$ cat src/hdl/assert_macros.svh
// assertion macros shared by the pwm serializer channel rtl
// each macro expects clk_i and rst_ni in the scope of its use
`ifndef ASSERT_MACROS_SVH
`define ASSERT_MACROS_SVH

// same-cycle implication, disabled while in reset
`define ASSERT_IMPL(lbl, ante, cons, msg) \
  lbl: assert property (@(posedge clk_i) disable iff (!rst_ni) (ante) |-> (cons)) \
    else $error(msg);

// next-cycle implication, disabled while in reset
`define ASSERT_NEXT(lbl, ante, cons, msg) \
  lbl: assert property (@(posedge clk_i) disable iff (!rst_ni) (ante) |=> (cons)) \
    else $error(msg);

`endif

$ cat src/hdl/psc_pkg.sv
// shared types and constants of the pwm serializer channel
// no dependencies
package psc_pkg;

  localparam int unsigned DATA_WIDTH_DEF = 32;
  localparam int unsigned RANGE_W        = 32;
  localparam int unsigned ACC_W          = 33;
  localparam int unsigned CFG_IDX_W      = 2;
  localparam int unsigned CFG_DATA_W     = 32;

  // register indexes
  localparam logic [CFG_IDX_W-1:0] REG_MODE   = 2'd0;
  localparam logic [CFG_IDX_W-1:0] REG_ENABLE = 2'd1;
  localparam logic [CFG_IDX_W-1:0] REG_DUTY   = 2'd2;
  localparam logic [CFG_IDX_W-1:0] REG_RANGE  = 2'd3;

  // mode codes, bit 1 selects serial operation
  localparam logic [1:0] MODE_SPREAD = 2'd0;
  localparam logic [1:0] MODE_MARK   = 2'd1;
  localparam logic [1:0] MODE_SERIAL = 2'd2;
  localparam logic [1:0] MODE_RSVD   = 2'd3;

  typedef struct packed {
    logic [1:0]         mode;
    logic               enable;
    logic [RANGE_W-1:0] range;
  } cfg_t;

  typedef struct packed {
    logic [RANGE_W-1:0] counter;
    logic [ACC_W-1:0]   acc;
    logic               pin;
  } state_t;

endpackage

$ cat src/hdl/psc_intf.sv
// valid/ready channel interfaces of the pwm serializer channel
// depends on psc_pkg
interface psc_cfg_if;
  logic                               valid;
  logic                               ready;
  logic [psc_pkg::CFG_IDX_W-1:0]      reg_index;
  logic [psc_pkg::CFG_DATA_W-1:0]     wdata;
  modport source (output valid, reg_index, wdata, input ready);
  modport sink   (input valid, reg_index, wdata, output ready);
endinterface

interface psc_in_if;
  logic valid;
  logic ready;
  logic tick;
  modport source (output valid, tick, input ready);
  modport sink   (input valid, tick, output ready);
endinterface

interface psc_out_if;
  logic valid;
  logic ready;
  logic pin_level;
  logic period_end;
  modport source (output valid, pin_level, period_end, input ready);
  modport sink   (input valid, pin_level, period_end, output ready);
endinterface

$ cat src/hdl/psc_cfg_regs.sv
// configuration register bank of the pwm serializer channel
// depends on psc_pkg and psc_intf
module psc_cfg_regs #(
  parameter int unsigned DATA_WIDTH = psc_pkg::DATA_WIDTH_DEF
) (
  input  logic                  clk_i,
  input  logic                  rst_ni,
  psc_cfg_if.sink               cfg_ch_i,
  output psc_pkg::cfg_t         cfg_o,
  output logic [DATA_WIDTH-1:0] duty_o
);
  import psc_pkg::*;

  cfg_t                  cfg_q;
  logic [DATA_WIDTH-1:0] duty_q;

  assign cfg_ch_i.ready = 1'b1;

  always_ff @(posedge clk_i or negedge rst_ni) begin
    if (!rst_ni) begin
      cfg_q  <= '0;
      duty_q <= '0;
    end else if (cfg_ch_i.valid) begin
      unique case (cfg_ch_i.reg_index)
        REG_MODE:   cfg_q.mode   <= cfg_ch_i.wdata[1:0];
        REG_ENABLE: cfg_q.enable <= cfg_ch_i.wdata[0];
        REG_DUTY:   duty_q       <= cfg_ch_i.wdata[DATA_WIDTH-1:0];
        REG_RANGE:  cfg_q.range  <= cfg_ch_i.wdata[RANGE_W-1:0];
        default:    cfg_q        <= cfg_q;
      endcase
    end
  end

  assign cfg_o  = cfg_q;
  assign duty_o = duty_q;

endmodule

$ cat src/hdl/psc_step.sv
// next-state and pin level of one pwm tick
// depends on psc_pkg
module psc_step #(
  parameter int unsigned DATA_WIDTH = psc_pkg::DATA_WIDTH_DEF
) (
  input  psc_pkg::cfg_t         cfg_i,
  input  logic [DATA_WIDTH-1:0] duty_i,
  input  psc_pkg::state_t       state_i,
  input  logic                  tick_i,
  output psc_pkg::state_t       state_o,
  output logic                  level_o,
  output logic                  last_o
);
  import psc_pkg::*;

  localparam int unsigned IDX_W = (DATA_WIDTH > 1) ? $clog2(DATA_WIDTH) : 1;
  localparam int unsigned SUM_W = ACC_W + 1;

  logic               run;
  logic [RANGE_W-1:0] duty_ext;
  logic               sat;
  logic [IDX_W-1:0]   bit_pos;
  logic               ser_bit;
  logic [RANGE_W-1:0] add_val;
  logic [SUM_W-1:0]   sum;
  logic [SUM_W-1:0]   sum_sub;
  logic [SUM_W-1:0]   range_ext;
  logic               sum_ge;
  logic [ACC_W-1:0]   acc_next;
  logic               level;
  logic               last;

  assign run       = cfg_i.enable && (cfg_i.range != '0);
  assign duty_ext  = RANGE_W'(duty_i);
  assign sat       = duty_ext >= cfg_i.range;
  assign range_ext = SUM_W'(cfg_i.range);

  // serial bit, msb first, zero past the data width
  assign bit_pos = IDX_W'(DATA_WIDTH - 1) - state_i.counter[IDX_W-1:0];
  assign ser_bit = (state_i.counter < RANGE_W'(DATA_WIDTH)) ? duty_i[bit_pos] : 1'b0;

  // sigma-delta accumulate, duty clamped at the range
  assign add_val = sat ? cfg_i.range : duty_ext;
  assign sum     = SUM_W'(state_i.acc) + SUM_W'(add_val);
  assign sum_ge  = sum >= range_ext;
  assign sum_sub = sum_ge ? (sum - range_ext) : sum;

  always_comb begin
    acc_next = state_i.acc;
    level    = 1'b0;
    case (cfg_i.mode) inside
      MODE_SERIAL, MODE_RSVD: level = ser_bit;
      MODE_MARK:              level = sat || (state_i.counter < duty_ext);
      default: begin
        level    = sum_ge;
        // a lowered range can leave the sum above it
        acc_next = (sum_sub >= range_ext) ? '0 : ACC_W'(sum_sub);
      end
    endcase
  end

  assign last = state_i.counter >= (cfg_i.range - RANGE_W'(1));

  always_comb begin
    state_o = state_i;
    level_o = state_i.pin;
    last_o  = 1'b0;
    if (!run) begin
      state_o = '0;
      level_o = 1'b0;
    end else if (tick_i) begin
      state_o.counter = last ? '0 : (state_i.counter + RANGE_W'(1));
      state_o.acc     = acc_next;
      state_o.pin     = level;
      level_o         = level;
      last_o          = last;
    end
  end

endmodule

$ cat src/hdl/pwm_serializer_channel_unit.sv
// pwm_serializer_channel_unit: one pwm output channel (spread, mark-space, serializer)
// depends on psc_pkg, psc_intf, psc_cfg_regs, psc_step and assert_macros.svh
//
// channels: in_ch_i carries one tick per transfer (1 advances the pwm clock,
// 0 repeats the current pin level); every input transfer produces exactly one
// result transfer on out_ch_o with pin_level and period_end. cfg_ch_i writes
// mode_select (0), channel_enable (1), duty_data (2) and period_range (3);
// it is always ready and must only be used while the channel is idle.
// an accepted item is held in the input register and moves into the result
// register, from which out_ch_o offers it. throughput: one item per cycle
// while out_ch_o is ready, as the period counter and accumulator update
// combinationally between the two registers.
// reset: config, period counter, accumulator and pin are cleared, both
// pipeline registers are emptied; the pin reads low until enabled with a nonzero range.
// stall: while out_ch_o is not ready the result register holds; one more
// item still lands in the input register, after which in_ch_i deasserts
// ready until the result is taken. no item is dropped or repeated.
`include "assert_macros.svh"

module pwm_serializer_channel_unit #(
  parameter int unsigned DATA_WIDTH = psc_pkg::DATA_WIDTH_DEF
) (
  input  logic      clk_i,
  input  logic      rst_ni,
  psc_cfg_if.sink   cfg_ch_i,
  psc_in_if.sink    in_ch_i,
  psc_out_if.source out_ch_o
);
  import psc_pkg::*;

  cfg_t                  cfg;
  logic [DATA_WIDTH-1:0] duty;

  // input register
  logic s1_valid_q;
  logic s1_tick_q;
  logic s1_adv;

  // channel state
  state_t state_q;
  state_t state_d;
  logic   step_level;
  logic   step_last;

  // result register
  logic out_valid_q;
  logic out_pin_q;
  logic out_end_q;
  logic out_free;

  psc_cfg_regs #(
    .DATA_WIDTH (DATA_WIDTH)
  ) u_cfg_regs (
    .clk_i    (clk_i),
    .rst_ni   (rst_ni),
    .cfg_ch_i (cfg_ch_i),
    .cfg_o    (cfg),
    .duty_o   (duty)
  );

  // result slot is free when empty or being drained this cycle
  assign out_free       = !out_valid_q || out_ch_o.ready;
  assign s1_adv         = s1_valid_q && out_free;
  assign in_ch_i.ready  = !s1_valid_q || s1_adv;

  always_ff @(posedge clk_i or negedge rst_ni) begin
    if (!rst_ni) begin
      s1_valid_q <= 1'b0;
    end else if (in_ch_i.ready) begin
      s1_valid_q <= in_ch_i.valid;
    end
  end

  always_ff @(posedge clk_i) begin
    if (in_ch_i.valid && in_ch_i.ready) begin
      s1_tick_q <= in_ch_i.tick;
    end
  end

  psc_step #(
    .DATA_WIDTH (DATA_WIDTH)
  ) u_step (
    .cfg_i   (cfg),
    .duty_i  (duty),
    .state_i (state_q),
    .tick_i  (s1_tick_q),
    .state_o (state_d),
    .level_o (step_level),
    .last_o  (step_last)
  );

  // state moves only when the item leaves the input register
  always_ff @(posedge clk_i or negedge rst_ni) begin
    if (!rst_ni) begin
      state_q     <= '0;
      out_valid_q <= 1'b0;
    end else if (s1_adv) begin
      state_q     <= state_d;
      out_valid_q <= 1'b1;
    end else if (out_ch_o.ready) begin
      out_valid_q <= 1'b0;
    end
  end

  always_ff @(posedge clk_i) begin
    if (s1_adv) begin
      out_pin_q <= step_level;
      out_end_q <= step_last;
    end
  end

  assign out_ch_o.valid      = out_valid_q;
  assign out_ch_o.pin_level  = out_pin_q;
  assign out_ch_o.period_end = out_end_q;

  // a disabled channel leaves cleared state behind
  `ASSERT_NEXT(a_disable_clears, s1_adv && !cfg.enable, (state_q == '0), "disabled tick left state")
  // end of period restarts the counter
  `ASSERT_NEXT(a_end_restarts, s1_adv && step_last, (state_q.counter == '0), "counter not restarted")
  // a held item stays in the input register
  `ASSERT_NEXT(a_item_held, s1_valid_q && !s1_adv, s1_valid_q, "pending item lost")

endmodule
$ cat src/flat_wrapper.sv
// flat-port wrapper written by rule: the top's interface ports become plain ports
module pwm_serializer_channel_unit_flat import psc_pkg::*;
#(
  parameter int unsigned DATA_WIDTH = psc_pkg::DATA_WIDTH_DEF
)
  (clk_i, rst_ni, cfg_ch_i_valid, cfg_ch_i_reg_index, cfg_ch_i_wdata, cfg_ch_i_ready, in_ch_i_valid, in_ch_i_tick, in_ch_i_ready, out_ch_o_valid, out_ch_o_pin_level, out_ch_o_period_end, out_ch_o_ready);
  psc_cfg_if cfg_ch_i_i ();
  psc_in_if in_ch_i_i ();
  psc_out_if out_ch_o_i ();
  input  logic clk_i;
  input  logic rst_ni;
  input wire logic [$bits(cfg_ch_i_i.valid)-1:0] cfg_ch_i_valid;
  input wire logic [$bits(cfg_ch_i_i.reg_index)-1:0] cfg_ch_i_reg_index;
  input wire logic [$bits(cfg_ch_i_i.wdata)-1:0] cfg_ch_i_wdata;
  output wire logic [$bits(cfg_ch_i_i.ready)-1:0] cfg_ch_i_ready;
  input wire logic [$bits(in_ch_i_i.valid)-1:0] in_ch_i_valid;
  input wire logic [$bits(in_ch_i_i.tick)-1:0] in_ch_i_tick;
  output wire logic [$bits(in_ch_i_i.ready)-1:0] in_ch_i_ready;
  output wire logic [$bits(out_ch_o_i.valid)-1:0] out_ch_o_valid;
  output wire logic [$bits(out_ch_o_i.pin_level)-1:0] out_ch_o_pin_level;
  output wire logic [$bits(out_ch_o_i.period_end)-1:0] out_ch_o_period_end;
  input wire logic [$bits(out_ch_o_i.ready)-1:0] out_ch_o_ready;
  assign cfg_ch_i_i.valid = cfg_ch_i_valid;
  assign cfg_ch_i_i.reg_index = cfg_ch_i_reg_index;
  assign cfg_ch_i_i.wdata = cfg_ch_i_wdata;
  assign cfg_ch_i_ready = cfg_ch_i_i.ready;
  assign in_ch_i_i.valid = in_ch_i_valid;
  assign in_ch_i_i.tick = in_ch_i_tick;
  assign in_ch_i_ready = in_ch_i_i.ready;
  assign out_ch_o_valid = out_ch_o_i.valid;
  assign out_ch_o_pin_level = out_ch_o_i.pin_level;
  assign out_ch_o_period_end = out_ch_o_i.period_end;
  assign out_ch_o_i.ready = out_ch_o_ready;
  pwm_serializer_channel_unit #(.DATA_WIDTH(DATA_WIDTH)) u_core (.clk_i(clk_i), .rst_ni(rst_ni), .cfg_ch_i(cfg_ch_i_i), .in_ch_i(in_ch_i_i), .out_ch_o(out_ch_o_i));
endmodule
$ cat config.mk
export PLATFORM = sky130hd
export DESIGN_NAME = pwm_serializer_channel_unit_flat
export DESIGN_NICKNAME = d
export VERILOG_FILES = /design/src/hdl/psc_pkg.sv /design/src/hdl/psc_intf.sv /design/src/hdl/psc_cfg_regs.sv /design/src/hdl/psc_step.sv /design/src/hdl/pwm_serializer_channel_unit.sv /design/src/flat_wrapper.sv
export VERILOG_INCLUDE_DIRS = /design/src /design/src/hdl
export SDC_FILE = /design/constraint.sdc
export NUM_CORES = 1
export LEC_CHECK = 0
export ABC_AREA = 1
export BUFFER_PORTS_ARGS = -buffer_cell sky130_fd_sc_hd__buf_2
export CORE_MARGIN = 5
export CORE_UTILIZATION = 55
export DETAILED_ROUTE_END_ITERATION = 12
export PLACE_DENSITY = 0.75
export RECOVER_POWER = 25
export SLEW_MARGIN = 20
export SYNTH_ARGS = -nofsm -noshare
export SYNTH_HDL_FRONTEND = slang
export SYNTH_SLANG_ARGS = --single-unit
$ cat constraint.sdc
create_clock -name clk_i -period 6.9 [get_ports clk_i]
set_input_delay 0.345 -clock clk_i [delete_from_list [all_inputs] [get_ports clk_i]]
set_output_delay 0.345 -clock clk_i [all_outputs]
set_load 0.03 [all_outputs]
==> metrics.cfg <==
[outcome]
outcome = finished, violations left
failed_checks = max-capacitance violations, max-slew violations, negative setup slack

[critical_path]
worstSetupEndpoint = u_core.state_q[7]
worstReg2RegEnd = u_core.state_q[7]
timing.critical_path.slowest_cell_delay_ns = 0.39
cp_max_fo = 8
worstPathArrival_ns = 7.51
cp.required_ns = 7.23
timing.critical_path.mode_cell = sky130_fd_sc_hd__nand2_1
worst_path_max_delay_cell = sky130_fd_sc_hd__dfrtp_1
ff2ff_path_depth = 49
crit-reg2reg-launch = u_core.u_cfg_regs.duty_o[27]
cp-start-kind = flop
worstSetupStartpoint = u_core.u_cfg_regs.duty_o[27]
path_class = flop to flop
worstSetupEndpointType = flop
setup.reg_to_reg.worst_slack_ns = -0.28

[global_route]
antenna_found_initial = 0
grt_usage_pct = 35.95
wire_length_of_the_first_global_routing_pass_um = 88300
first_global_vias = 16840
overflow_after_grt = 0
largest_net_degree_at_the_start_of_global_routing = 74

[sta]
fin_worst_skew_ns = 0.01294
clock.fmax_mhz = 139.3
post-route-period-util_pct = 104.0
finalWorstSetupSlack_ns = -0.2789
worst-slew-pin-transition_ns = 3.737
setup_tns_ns = -7.404
setup_viol_count_final = 32
final-hold-violation-count = 0
rsz_0062_raised_after_global_routing = yes
final.min_clock_period_ns = 7.179
number_of_pins_exceeding_their_max_slew_limit_in_the_final_report = 194
slew-limit-headroom_pct = -149.1

[synth]
avgSynthCellArea_um2 = 6.497
post-synth-top-area-cell = sky130_fd_sc_hd__dfrtp_1
postSynth.topFlopCell = sky130_fd_sc_hd__dfrtp_1
asyncSetResetFlopFracSynth_pct = 97.83
postSynthRegisterBits = 138
ys_seq_area_share_pct = 22.86
post_synth_num_cell_types = 50
yosysWarnings = 0
synth-edff-count = 3
synthTopCellsByArea = sky130_fd_sc_hd__dfrtp_1 22%, sky130_fd_sc_hd__nand2_1 17%, sky130_fd_sc_hd__ha_1 16%, sky130_fd_sc_hd__inv_1 7.8%, sky130_fd_sc_hd__o21ai_0 5.5%
netlist_area_mm2 = 0.01517
postSynthNetCount = 2572
synth.top_cell.area_share_pct = 22.27
netlist_instances = 2335

[floorplan]
core_area_mm2 = 0.02703
boundaryPins = 45
die_area_mm2 = 0.03100
die_x_um = 176.1
core.rowCount = 60
floorplan.initialDensity_pct = 56.13
chipHeight_um = 176.1

[clock_network]
clock_tree.buffer_depth = 2
cts_num_sinks = 138
cts_tree = yes
maximum_level_of_the_cts_h_tree = 4
cts-buffers-inserted = 17
clockRootBuffer = sky130_fd_sc_hd__clkbuf_16
clk_pin_slew_ns = 0.06
clock_latency_ns = 0.44

[finish]
final_cells = 3131
antenna_cells = 0
layout.cell_area.non_filler_mm2 = 0.02048
drive_above_1_share_pct = 24.77
synthToLayoutAreaGrowth_pct = 35.03
design.final.nets = 3015

[place]
dp.cells = 3061
dp_hpwl_um = 44560
gp_congestion = 0.9935
detailed_place.area_mm2 = 0.01857
io_buffer_count = 43

[drt]
route.vias.total = 17800
drc_errors = 0
drt_first_pass_iters = 6
routed_wire_length_per_instance_um = 18.54
antenna_left = 0
detail_route.iter0.violations = 1684
vias_per_cell = 5.686
routed_wl_um = 58050

[pwr]
p_leak_nw = 10.98
worst_ir_drop_vdd_mv = 0.7053
p_per_area_mw_per_mm2 = 611.4

[run]
maxCapViolations = 3

[min_path]
hold_path_startpoint = in_ch_i_tick
worst_hold_path_type = input port to flop

[repair_timing]
item | CTS | global route
setup buffers | 12 | 20
hold buffers | 1 | 0
resized for setup | 78 | 137
pin swaps | 30 | 55
endpoints found under the setup margin | 32 | 32
hold endpoints to repair | 62 | 0
cloned | 2 | 4
[power breakdown]
| group | internal (mW) | switching, mW |
|---|---|---|
| combinational | 4.76 | 5.73 |
| clock | 0.574 | 0.384 |
| sequential | 0.960 | 0.118 |
[worst max-delay path: cells and delay by family (launching register included)]
| kind | cells | cell delay [ns] |
|---|---|---|
| compound gates | 7 | 0.99 |
| fa+ha+maj | 5 | 1.29 |
| simple gates | 27 | 3.10 |
| buf+inv | 10 | 1.27 |
| flops | 1 | 0.39 |
[state kept, by name, indices dropped and copies added (netlist names)]
name	count
u_core.state_q	66
u_core.u_cfg_regs.cfg_o	35
u_core.u_cfg_regs.duty_o	32
u_core.out_ch_o.period_end	1
u_core.out_ch_o.pin_level	1
u_core.out_ch_o.valid	1
u_core.s1_tick_q	1
u_core.s1_valid_q	1
[synth_stat cells, types with 2 or more instances]
cell type,count
sky130_fd_sc_hd__o21ai_0,168
sky130_fd_sc_hd__nand4_1,41
sky130_fd_sc_hd__o21bai_1,12
sky130_fd_sc_hd__and3_1,2
sky130_fd_sc_hd__nand3_1,132
sky130_fd_sc_hd__nand3_2,3
sky130_fd_sc_hd__or2_1,2
sky130_fd_sc_hd__or2_2,3
sky130_fd_sc_hd__nor4_1,17
sky130_fd_sc_hd__inv_2,7
sky130_fd_sc_hd__o31ai_1,19
sky130_fd_sc_hd__a21oi_1,129
sky130_fd_sc_hd__a211oi_1,4
sky130_fd_sc_hd__nand2_1,700
sky130_fd_sc_hd__ha_1,195
sky130_fd_sc_hd__and2_1,3
sky130_fd_sc_hd__buf_2,10
sky130_fd_sc_hd__nor2_1,186
sky130_fd_sc_hd__nor2_2,5
sky130_fd_sc_hd__o21ai_1,8
sky130_fd_sc_hd__a31oi_1,6
sky130_fd_sc_hd__fa_1,2
sky130_fd_sc_hd__clkbuf_1,27
sky130_fd_sc_hd__o22ai_1,2
sky130_fd_sc_hd__nor3_1,42
sky130_fd_sc_hd__a21boi_0,4
sky130_fd_sc_hd__inv_1,316
sky130_fd_sc_hd__nand3b_1,3
sky130_fd_sc_hd__a21o_1,7
sky130_fd_sc_hd__buf_6,3
sky130_fd_sc_hd__nand2_2,11
sky130_fd_sc_hd__nand2_4,2
sky130_fd_sc_hd__a21oi_2,4
sky130_fd_sc_hd__o211ai_1,9
sky130_fd_sc_hd__buf_4,5
sky130_fd_sc_hd__dfrtp_1,135
sky130_fd_sc_hd__xor2_1,79
sky130_fd_sc_hd__edfxtp_1,3
sky130_fd_sc_hd__xnor2_1,18
[per-stage QoR]
step | total power [mW] | hold WS [ns] | worst slack (ns) | util, %
after floorplan | 5.856 | 0.04941 | 0.2567 | -
after global placement | 9.936 | 0.3758 | -0.8825 | 68.69
after detailed placement | 10.09 | 0.3726 | -1.042 | 68.69
after CTS | 11.40 | 0.07389 | 0.004580 | 72.57
after global routing | 13.46 | 0.07854 | -0.5612 | 75.79
final | 12.52 | 0.07930 | -0.2789 | 75.79
[how the worst min path moves through the flow]
stage / end / depth (start not counted) / slack (ns)
4_1_cts: u_core.s1_tick_q / 1 / 0.07
3_3_place_gp: u_core.state_q[64] / 1 / 0.38
2_1_floorplan: u_core.out_ch_o.valid / 0 / 0.05
3_5_place_dp: u_core.state_q[64] / 1 / 0.37
6_report: u_core.s1_tick_q / 1 / 0.08
5_1_grt: u_core.s1_tick_q / 1 / 0.08
[cells in the final DEF (no fill, tap or decap), drive strengths merged, types with 5 or more instances in the layout]
master  netlist  routed
nand2       713     713
buf          18     458
inv         323     324
ha          195     195
nor2        192     192
o21ai       177     177
nand3       135     136
dfrtp       135     135
a21oi       133     133
xor2         79      79
nor3         43      43
nand4        42      42
clkbuf       27      28
o31ai        19      19
xnor2        18      18
nor4         17      17
o21bai       12      12
o211ai        9       9
a21o          7       7
clkinv        1       6
a31oi         6       6
or2           5       5
[final cells by class]
class | count | area [µm²]
clock buffer | 19 | 442.9
clock inverter | 12 | 150.1
fill | 2172 | 6543
inverter | 324 | 1219
multi-input combinational | 1829 | 11170
sequential | 138 | 3468
tap | 341 | 426.7
timing repair buffer | 468 | 3610
[kinds of logic (layout without fill, tap and decap cells)]
| logic type | count (synthesis) | after routing | share of synthesized area (%) |
|---|---|---|---|
| simple gates | 1156 | 1157 | 32.04 |
| compound gates | 377 | 377 | 13.64 |
| buf+inv | 369 | 823 | 9.485 |
| fa+ha+maj | 197 | 197 | 16.35 |
| flops | 138 | 138 | 22.86 |
| xor+xnor | 97 | 97 | 5.600 |
| other cells | 1 | 1 | 0.02472 |
[per-layer routing]
metal	up-vias	share of wire, %	track usage (%)
met5	-	0	0
met3	163	9.5	8.501
met2	860	44	55.31
li1	8534	-	-
met4	0	5.0	15.85
met1	8245	42	48.23
Power figures use the tool's default switching activity.
